### src/rtl/rama_pkg.sv
// Shared constants and types for the rational add/multiply/divide reducer.
`timescale 1ns / 1ps

package rama_pkg;

  localparam int unsigned IN_WIDTH_DEF = 16;
  localparam int unsigned NUM_W = 33;
  localparam int unsigned DEN_W = 31;
  localparam int unsigned OP_W = 2;

  localparam logic [OP_W-1:0] OP_ADD = 2'd0;
  localparam logic [OP_W-1:0] OP_MUL = 2'd1;
  localparam logic [OP_W-1:0] OP_DIV = 2'd2;
  localparam logic [OP_W-1:0] OP_RSV = 2'd3;

  typedef enum logic [1:0] {
    MUL_X,
    MUL_Y,
    MUL_Z
  } mul_sel_e;

  typedef struct packed {
    logic     load;
    logic     mul_en;
    mul_sel_e mul_sel;
    logic     comb;
    logic     prep;
    logic     gcd_step;
    logic     div_start;
    logic     div_den;
    logic     div_step;
    logic     save_num;
    logic     out_load;
  } rama_cmd_t;

  typedef struct packed {
    logic err;
    logic gcd_done;
    logic div_done;
  } rama_sts_t;

endpackage

### src/rtl/rama_if.sv
// Request and result channel interfaces.
`timescale 1ns / 1ps

interface rama_req_if #(
  parameter int unsigned IN_WIDTH = rama_pkg::IN_WIDTH_DEF
);
  logic                        valid;
  logic                        ready;
  logic [rama_pkg::OP_W-1:0]   op;
  logic signed [IN_WIDTH-1:0]  a_num;
  logic [IN_WIDTH-2:0]         a_den;
  logic signed [IN_WIDTH-1:0]  b_num;
  logic [IN_WIDTH-2:0]         b_den;

  modport source (output valid, op, a_num, a_den, b_num, b_den, input ready);
  modport sink (input valid, op, a_num, a_den, b_num, b_den, output ready);
endinterface

interface rama_res_if;
  logic                             valid;
  logic                             ready;
  logic signed [rama_pkg::NUM_W-1:0] res_num;
  logic [rama_pkg::DEN_W-1:0]        res_den;
  logic                             error;

  modport source (output valid, res_num, res_den, error, input ready);
  modport sink (input valid, res_num, res_den, error, output ready);
endinterface

### src/rtl/rama_ctrl.sv
// Sequencing state machine for the rational reducer.
`timescale 1ns / 1ps

module rama_ctrl (
  input  logic                clk_i,
  input  logic                rst_ni,
  input  logic                in_valid_i,
  output logic                in_ready_o,
  output logic                out_valid_o,
  input  logic                out_ready_i,
  output rama_pkg::rama_cmd_t cmd_o,
  input  rama_pkg::rama_sts_t sts_i
);

  localparam logic [3:0] S_IDLE = 4'd0;
  localparam logic [3:0] S_MUL0 = 4'd1;
  localparam logic [3:0] S_MUL1 = 4'd2;
  localparam logic [3:0] S_MUL2 = 4'd3;
  localparam logic [3:0] S_COMB = 4'd4;
  localparam logic [3:0] S_PREP = 4'd5;
  localparam logic [3:0] S_GCD  = 4'd6;
  localparam logic [3:0] S_DIVN = 4'd7;
  localparam logic [3:0] S_DIVD = 4'd8;
  localparam logic [3:0] S_OUT  = 4'd9;

  logic [3:0] state_q, state_d;
  logic       out_valid_q, out_valid_d;

  always_comb begin
    state_d    = state_q;
    cmd_o      = '0;
    in_ready_o = 1'b0;
    unique case (state_q)
      S_IDLE: begin
        in_ready_o = 1'b1;
        if (in_valid_i) begin
          cmd_o.load = 1'b1;
          state_d    = S_MUL0;
        end
      end
      S_MUL0: begin
        cmd_o.mul_en  = 1'b1;
        cmd_o.mul_sel = rama_pkg::MUL_X;
        state_d       = S_MUL1;
      end
      S_MUL1: begin
        cmd_o.mul_en  = 1'b1;
        cmd_o.mul_sel = rama_pkg::MUL_Y;
        state_d       = S_MUL2;
      end
      S_MUL2: begin
        cmd_o.mul_en  = 1'b1;
        cmd_o.mul_sel = rama_pkg::MUL_Z;
        state_d       = S_COMB;
      end
      S_COMB: begin
        cmd_o.comb = 1'b1;
        state_d    = S_PREP;
      end
      S_PREP: begin
        cmd_o.prep = 1'b1;
        state_d    = sts_i.err ? S_OUT : S_GCD;
      end
      S_GCD: begin
        if (sts_i.gcd_done) begin
          cmd_o.div_start = 1'b1;
          state_d         = S_DIVN;
        end else begin
          cmd_o.gcd_step = 1'b1;
        end
      end
      S_DIVN: begin
        if (sts_i.div_done) begin
          cmd_o.save_num  = 1'b1;
          cmd_o.div_start = 1'b1;
          cmd_o.div_den   = 1'b1;
          state_d         = S_DIVD;
        end else begin
          cmd_o.div_step = 1'b1;
        end
      end
      S_DIVD: begin
        if (sts_i.div_done) begin
          state_d = S_OUT;
        end else begin
          cmd_o.div_step = 1'b1;
        end
      end
      S_OUT: begin
        if (!out_valid_q || out_ready_i) begin
          cmd_o.out_load = 1'b1;
          state_d        = S_IDLE;
        end
      end
      default: begin
        state_d = S_IDLE;
      end
    endcase
  end

  always_comb begin
    out_valid_d = out_valid_q;
    if (cmd_o.out_load) begin
      out_valid_d = 1'b1;
    end else if (out_ready_i) begin
      out_valid_d = 1'b0;
    end
  end

  assign out_valid_o = out_valid_q;

  always_ff @(posedge clk_i or negedge rst_ni) begin
    if (!rst_ni) begin
      state_q     <= S_IDLE;
      out_valid_q <= 1'b0;
    end else begin
      state_q     <= state_d;
      out_valid_q <= out_valid_d;
    end
  end

endmodule

### src/rtl/rama_dp.sv
// Datapath: shared multiplier, binary GCD, restoring divider, result register.
`timescale 1ns / 1ps

module rama_dp #(
  parameter int unsigned IN_WIDTH = rama_pkg::IN_WIDTH_DEF
) (
  input  logic                             clk_i,
  input  logic                             rst_ni,
  input  logic [rama_pkg::OP_W-1:0]        op_i,
  input  logic signed [IN_WIDTH-1:0]       a_num_i,
  input  logic [IN_WIDTH-2:0]              a_den_i,
  input  logic signed [IN_WIDTH-1:0]       b_num_i,
  input  logic [IN_WIDTH-2:0]              b_den_i,
  input  rama_pkg::rama_cmd_t              cmd_i,
  output rama_pkg::rama_sts_t              sts_o,
  output logic signed [rama_pkg::NUM_W-1:0] res_num_o,
  output logic [rama_pkg::DEN_W-1:0]       res_den_o,
  output logic                             error_o
);

  localparam int unsigned MW = 2 * IN_WIDTH;
  localparam int unsigned KW = $clog2(MW + 1);
  localparam int unsigned PW = 2 * IN_WIDTH + 2;
  localparam int unsigned NW = rama_pkg::NUM_W;
  localparam int unsigned DW = rama_pkg::DEN_W;
  localparam int unsigned XW = (MW + 1 > NW) ? MW + 1 : NW;
  localparam int unsigned YW = (MW > DW) ? MW : DW;

  logic [rama_pkg::OP_W-1:0] op_q;
  logic [IN_WIDTH-1:0]       an_q, bn_q;
  logic [IN_WIDTH-2:0]       ad_q, bd_q;
  logic [MW-1:0]             px_q, py_q, pz_q;
  logic [MW-1:0]             n_q, d_q;
  logic                      err_q;
  logic                      neg_q, triv_q;
  logic [MW-1:0]             u_q, v_q;
  logic [KW-1:0]             k_q;
  logic [MW-1:0]             rem_q, quo_q, dvs_q, qn_q;
  logic [KW-1:0]             cnt_q;
  logic signed [NW-1:0]      num_q;
  logic [DW-1:0]             den_q;
  logic                      eout_q;

  logic signed [IN_WIDTH:0]  ma, mb;
  logic signed [PW-1:0]      prod;
  logic [MW-1:0]             n_w, d_w, nm_w, dm_w, g_w;
  logic                      err_w;
  logic [MW:0]               rem_sh, diff;
  logic                      ge;
  logic [XW-1:0]             qx, sx;
  logic [YW-1:0]             dx;

  always_comb begin
    unique case (cmd_i.mul_sel)
      rama_pkg::MUL_X: begin
        ma = {an_q[IN_WIDTH-1], an_q};
        mb = (op_q == rama_pkg::OP_MUL) ? {bn_q[IN_WIDTH-1], bn_q} : {2'b00, bd_q};
      end
      rama_pkg::MUL_Y: begin
        ma = {2'b00, ad_q};
        mb = {bn_q[IN_WIDTH-1], bn_q};
      end
      default: begin
        ma = {2'b00, ad_q};
        mb = {2'b00, bd_q};
      end
    endcase
    prod = ma * mb;
  end

  assign n_w   = (op_q == rama_pkg::OP_ADD) ? px_q + py_q : px_q;
  assign d_w   = (op_q == rama_pkg::OP_DIV) ? py_q : pz_q;
  assign err_w = (op_q == rama_pkg::OP_RSV) || (d_w == '0) ||
                 ((op_q == rama_pkg::OP_DIV) && (bn_q == '0));
  assign nm_w  = n_q[MW-1] ? MW'(0) - n_q : n_q;
  assign dm_w  = d_q[MW-1] ? MW'(0) - d_q : d_q;
  assign g_w   = triv_q ? MW'(1) : ((u_q | v_q) << k_q);

  assign rem_sh = {rem_q, quo_q[MW-1]};
  assign diff   = rem_sh - {1'b0, dvs_q};
  assign ge     = (rem_sh >= {1'b0, dvs_q});

  assign sts_o.err      = err_q;
  assign sts_o.gcd_done = (u_q == '0) || (v_q == '0);
  assign sts_o.div_done = (cnt_q == KW'(MW));

  assign qx = XW'(qn_q);
  assign sx = neg_q ? XW'(0) - qx : qx;
  assign dx = YW'(quo_q);

  always_ff @(posedge clk_i) begin
    if (cmd_i.load) begin
      op_q <= op_i;
      an_q <= a_num_i;
      ad_q <= a_den_i;
      bn_q <= b_num_i;
      bd_q <= b_den_i;
    end
    if (cmd_i.mul_en) begin
      unique case (cmd_i.mul_sel)
        rama_pkg::MUL_X: px_q <= prod[MW-1:0];
        rama_pkg::MUL_Y: py_q <= prod[MW-1:0];
        default:         pz_q <= prod[MW-1:0];
      endcase
    end
    if (cmd_i.comb) begin
      n_q   <= n_w;
      d_q   <= d_w;
      err_q <= err_w;
    end
    if (cmd_i.prep) begin
      u_q    <= nm_w;
      v_q    <= dm_w;
      k_q    <= '0;
      neg_q  <= n_q[MW-1] ^ d_q[MW-1];
      triv_q <= (nm_w == '0) || (dm_w == '0);
    end else if (cmd_i.gcd_step) begin
      priority if (!u_q[0] && !v_q[0]) begin
        u_q <= u_q >> 1;
        v_q <= v_q >> 1;
        k_q <= k_q + 1'b1;
      end else if (!u_q[0]) begin
        u_q <= u_q >> 1;
      end else if (!v_q[0]) begin
        v_q <= v_q >> 1;
      end else if (u_q >= v_q) begin
        u_q <= u_q - v_q;
      end else begin
        v_q <= v_q - u_q;
      end
    end
    if (cmd_i.save_num) begin
      qn_q <= quo_q;
    end
    if (cmd_i.div_start) begin
      rem_q <= '0;
      quo_q <= cmd_i.div_den ? dm_w : nm_w;
      cnt_q <= '0;
      if (!cmd_i.div_den) begin
        dvs_q <= g_w;
      end
    end else if (cmd_i.div_step) begin
      rem_q <= ge ? diff[MW-1:0] : rem_sh[MW-1:0];
      quo_q <= {quo_q[MW-2:0], ge};
      cnt_q <= cnt_q + 1'b1;
    end
  end

  always_ff @(posedge clk_i or negedge rst_ni) begin
    if (!rst_ni) begin
      eout_q <= 1'b0;
    end else if (cmd_i.out_load) begin
      eout_q <= err_q;
    end
  end

  always_ff @(posedge clk_i) begin
    if (cmd_i.out_load) begin
      num_q <= err_q ? '0 : sx[NW-1:0];
      den_q <= err_q ? '0 : dx[DW-1:0];
    end
  end

  assign res_num_o = num_q;
  assign res_den_o = den_q;
  assign error_o   = eout_q;

endmodule

### src/rtl/rational_add_mul_div_reduce.sv
// Top level of the rational add/multiply/divide unit with GCD reduction.
//
//   port    dir  payload                              handshake
//   req_i   in   op, a_num, a_den, b_num, b_den       valid/ready
//   res_o   out  res_num, res_den, error               valid/ready
//
// One request at a time; MW = 2*IN_WIDTH. Steps per request: accept, 3 multiplies,
// combine, setup, binary GCD (one step a cycle, until either operand is zero), two
// restoring divisions (numerator, then denominator) on one shared divider, output.
// Error requests skip the GCD and both divisions and go from setup to output.
// Reset is asynchronous, active low. A stalled result holds in the output
// register; a new request is taken meanwhile and waits at its output step.
`timescale 1ns / 1ps

module rational_add_mul_div_reduce #(
  parameter int unsigned IN_WIDTH = rama_pkg::IN_WIDTH_DEF
) (
  input  logic        clk_i,
  input  logic        rst_ni,
  rama_req_if.sink    req_i,
  rama_res_if.source  res_o
);

  rama_pkg::rama_cmd_t cmd;
  rama_pkg::rama_sts_t sts;

  rama_ctrl u_ctrl (
    .clk_i       (clk_i),
    .rst_ni      (rst_ni),
    .in_valid_i  (req_i.valid),
    .in_ready_o  (req_i.ready),
    .out_valid_o (res_o.valid),
    .out_ready_i (res_o.ready),
    .cmd_o       (cmd),
    .sts_i       (sts)
  );

  rama_dp #(
    .IN_WIDTH (IN_WIDTH)
  ) u_dp (
    .clk_i     (clk_i),
    .rst_ni    (rst_ni),
    .op_i      (req_i.op),
    .a_num_i   (req_i.a_num),
    .a_den_i   (req_i.a_den),
    .b_num_i   (req_i.b_num),
    .b_den_i   (req_i.b_den),
    .cmd_i     (cmd),
    .sts_o     (sts),
    .res_num_o (res_o.res_num),
    .res_den_o (res_o.res_den),
    .error_o   (res_o.error)
  );

endmodule

### src/flat_wrapper.sv
// flat-port wrapper written by rule: the top's interface ports become plain ports
module rational_add_mul_div_reduce_flat 
#(
  parameter int unsigned IN_WIDTH = rama_pkg::IN_WIDTH_DEF
)
  (clk_i, rst_ni, req_i_valid, req_i_op, req_i_a_num, req_i_a_den, req_i_b_num, req_i_b_den, req_i_ready, res_o_valid, res_o_res_num, res_o_res_den, res_o_error, res_o_ready);
  rama_req_if #(.IN_WIDTH(IN_WIDTH)) req_i_i ();
  rama_res_if res_o_i ();
  input  logic clk_i;
  input  logic rst_ni;
  input wire logic [$bits(req_i_i.valid)-1:0] req_i_valid;
  input wire logic [$bits(req_i_i.op)-1:0] req_i_op;
  input wire logic [$bits(req_i_i.a_num)-1:0] req_i_a_num;
  input wire logic [$bits(req_i_i.a_den)-1:0] req_i_a_den;
  input wire logic [$bits(req_i_i.b_num)-1:0] req_i_b_num;
  input wire logic [$bits(req_i_i.b_den)-1:0] req_i_b_den;
  output wire logic [$bits(req_i_i.ready)-1:0] req_i_ready;
  output wire logic [$bits(res_o_i.valid)-1:0] res_o_valid;
  output wire logic [$bits(res_o_i.res_num)-1:0] res_o_res_num;
  output wire logic [$bits(res_o_i.res_den)-1:0] res_o_res_den;
  output wire logic [$bits(res_o_i.error)-1:0] res_o_error;
  input wire logic [$bits(res_o_i.ready)-1:0] res_o_ready;
  assign req_i_i.valid = req_i_valid;
  assign req_i_i.op = req_i_op;
  assign req_i_i.a_num = req_i_a_num;
  assign req_i_i.a_den = req_i_a_den;
  assign req_i_i.b_num = req_i_b_num;
  assign req_i_i.b_den = req_i_b_den;
  assign req_i_ready = req_i_i.ready;
  assign res_o_valid = res_o_i.valid;
  assign res_o_res_num = res_o_i.res_num;
  assign res_o_res_den = res_o_i.res_den;
  assign res_o_error = res_o_i.error;
  assign res_o_i.ready = res_o_ready;
  rational_add_mul_div_reduce #(.IN_WIDTH(IN_WIDTH)) u_core (.clk_i(clk_i), .rst_ni(rst_ni), .req_i(req_i_i), .res_o(res_o_i));
endmodule
### config.mk
export PLATFORM = sky130hd
export DESIGN_NAME = rational_add_mul_div_reduce_flat
export DESIGN_NICKNAME = d
export VERILOG_FILES = /design/src/rtl/rama_pkg.sv /design/src/rtl/rama_if.sv /design/src/rtl/rama_ctrl.sv /design/src/rtl/rama_dp.sv /design/src/rtl/rational_add_mul_div_reduce.sv /design/src/flat_wrapper.sv
export SDC_FILE = /design/constraint.sdc
export NUM_CORES = 2
export LEC_CHECK = 0
export BUFFER_PORTS_ARGS = -buffer_cell sky130_fd_sc_hd__buf_2
export CORE_MARGIN = 2
export CORE_UTILIZATION = 55
export CTS_CLUSTER_DIAMETER = 200
export DETAILED_ROUTE_END_ITERATION = 8
export PLACE_DENSITY_LB_ADDON = 0.2
export SLEW_MARGIN = 20
export SYNTH_ARGS = -nofsm -noshare
export SYNTH_HDL_FRONTEND = slang
export SYNTH_SLANG_ARGS = --single-unit
### constraint.sdc
create_clock -name clk_i -period 10.5 [get_ports clk_i]
set_input_delay 0.525 -clock clk_i [delete_from_list [all_inputs] [get_ports clk_i]]
set_output_delay 0.525 -clock clk_i [all_outputs]
set_load 0.01 [all_outputs]
==> flow_summary.json <==
{
  "final_common_cell": "inv_1",
  "cts.reportedPaths.clkPinSlew_ps": 60,
  "max_freq_mhz": 112.6,
  "areaGrowthSynthToFinish_pct": 8.886,
  "initial_utilization_pct": 55.79,
  "die_area_um2": 75070,
  "postCtsSetupBuffers": 0,
  "final_cell_mix": "474 x inv_1, 451 x edfxtp_1, 401 x nor2_1, 349 x nand2_1, 279 x fa_1",
  "synthArstFlopShare_pct": 1.198,
  "cts_buffers": 55,
  "slew_headroom_pct": 10.33,
  "ios": 135,
  "cts_tree": "yes",
  "viasPerCell": 6.058,
  "crit_top_cell": "fa_1",
  "drt_iter0_markers": 2903,
  "io_buffers": 134,
  "die_w_um": 274.0,
  "crit_required_ps": 10830,
  "cp-startpoint": "u_core.u_ctrl.state_q[2]",
  "fin_crit_ps": 8882,
  "antenna_found_initial": 1,
  "synth.net_count": 4626,
  "syn_area_per_cell_um2": 9.940,
  "maxCapViolations": 0,
  "cts_num_sinks": 501,
  "core_um2": 71850,
  "fin_setup_tns_ps": 0,
  "finClkSkew_ps": 74.19,
  "grt_start_max_net_pins": 67,
  "min_from": "req_i_b_den[12]",
  "cts_resized": 0,
  "status": "complete, no violations",
  "drt_first_pass_iters": 6,
  "hp-class": "in2reg",
  "cpMaxStageDelayCell": "mux2i_1",
  "r2r_cells": 25,
  "worst_pin_slew_ps": 1340,
  "clk_latency_ps": 680,
  "syn_area_um2": 40090,
  "path_class": "reg2reg",
  "dr_total_vias": 30950,
  "hold_depth": 1,
  "finalMaxSlewViolations": 0,
  "ys_seq_elements": 501,
  "fin_nets": 4710,
  "grt_pass1_wl_um": 178600,
  "post_drt_wl_per_cell_um": 22.86,
  "dpl.hpwl_um": 92370,
  "ys_types": 84,
  "largest_reg_flops": 33,
  "dieHeight_um": 274.0,
  "rsz0062_at_grt": "false",
  "cts_buffer_depth": 3,
  "drc": 0,
  "postRouteAntennaNets": 0,
  "rows": 98,
  "ys_warn_count": 0,
  "startpoint_type": "flop",
  "hold_viol": 0,
  "grt_overflow_total": 0,
  "synthFlopType": "edfxtp_1",
  "synth_edf_count": 451,
  "routed_wl_um": 116800,
  "r2r_start": "u_core.u_ctrl.state_q[2]",
  "fin_crit_sh_pct": 84.59,
  "track_usage_pct": 31.23,
  "h-tree-depth": 2,
  "grt_pass1_vias": 30257,
  "cp-end-kind": "flop",
  "syn_inst": 4033,
  "routabilityCongestion": 1.013,
  "ys_seq_area_share_pct": 36.35,
  "n_antenna_cell": 0,
  "cts-root-buf": "clkbuf_16",
  "critPathMaxStageDelay_ps": 690,
  "drive_above_1_share_pct": 9.738,
  "cp_max_fo": 34,
  "setup_viol": 0,
  "arrival_ps": 9220
}
area by class of cell:
cell class / instances / area, um^2
multi-input cells: 2890 / 23180
inverters: 484 / 1821
clock inverters: 29 / 347.8
clock buffers: 70 / 1474
fillers: 6093 / 28200
well taps: 950 / 1189
repair buffers: 185 / 1064
flip-flops and latches: 501 / 14580
synthesized netlist by cell type, types with 24 or more instances:
library cell	count	area (um^2)
a21o_1	51	382.9
a21oi_1	232	1161
a221oi_1	64	560.5
a31oi_1	26	162.7
buf_1	24	90.09
clkbuf_1	132	495.5
dfxtp_1	44	880.8
edfxtp_1	451	13540
fa_1	279	5585
ha_1	246	3078
inv_1	476	1787
mux2_2	63	709.4
mux2i_1	63	630.6
nand2_1	350	1314
nand2b_1	45	281.5
nand3_1	38	190.2
nand4_1	31	193.9
nor2_1	404	1516
nor2b_1	72	450.4
nor3_1	58	290.3
nor4_1	45	281.5
o21ai_0	192	960.9
o21bai_1	26	195.2
o22ai_1	25	156.4
o31ai_1	37	277.8
or3_1	29	181.4
xnor2_1	117	1025
xor2_1	114	998.5
worst paths after layout:
| path | slack [ps] | to |
|---|---|---|
| setup / recovery | 1620 | u_core.u_dp.px_q[31] |
| hold / removal | 80 | u_core.u_dp.bd_q[12] |
| setup reg to reg | 1620 | u_core.u_dp.px_q[31] |
| hold reg to reg | 480 | u_core.u_dp.rem_q[19] |
| max in group asynchronous | 9930 | u_core.u_ctrl.state_q[3] |
| min in group asynchronous | 280 | u_core.u_dp.error_o |
per-stage QoR:
| step | area [um^2] | util [%] | hold WS [ps] | instances | setup slack (ps) |
|---|---|---|---|---|---|
| final | 43650 | 60.75 | 81.30 | 5109 | 1618 |
| after CTS | 43630 | 60.72 | 49.52 | 5108 | 1675 |
| after floorplan | 40090 | - | 229.4 | 4033 | 2594 |
| after global routing | 43650 | 60.75 | 55.43 | 5109 | 1114 |
| after detailed placement | 41800 | 58.17 | 416.8 | 5008 | 1678 |
| after global placement | 41800 | 58.17 | 419.1 | 5008 | 1832 |
cells by family after synthesis:
| family | Yosys count | share of synthesized area (%) |
|---|---|---|
| AO/OA/AOI/OAI | 834 | 13.45 |
| buffers and inverters | 642 | 6.017 |
| adder cells (fa/ha/maj) | 525 | 21.61 |
| XOR/XNOR | 231 | 5.047 |
| flip-flops | 501 | 36.35 |
| AND/OR/NAND/NOR | 1158 | 13.31 |
| multiplexers | 142 | 4.213 |
timing repair:
item | 4_1_cts | 5_1_grt
endpoints found under the hold margin | 6 | 0
endpoints found under the setup margin | 0 | 0
hold buffers | 1 | 0
critical path: cells and delay by family (launching register included):
family | cells | cell delay [ps]
AND/OR/NAND/NOR | 5 | 1140
AO/OA/AOI/OAI | 8 | 2680
adder cells (fa/ha/maj) | 7 | 2950
flip-flops | 1 | 520
multiplexers | 1 | 690
XOR/XNOR | 1 | 110
buffers and inverters | 3 | 460
metal layers:
metal / share of wire [%] / GRT usage (%) / vias to the layer above
met4: 5.3 / 14.75 / 2
met2: 47 / 51.60 / 1277
li1: - / - / 14236
met1: 41 / 40.50 / 15136
met5: 0.0094 / 0 / -
met3: 7.0 / 4.782 / 299
Power is not shown: default switching activity piles up to over one toggle a cycle in this logic, so the estimate is an artifact.
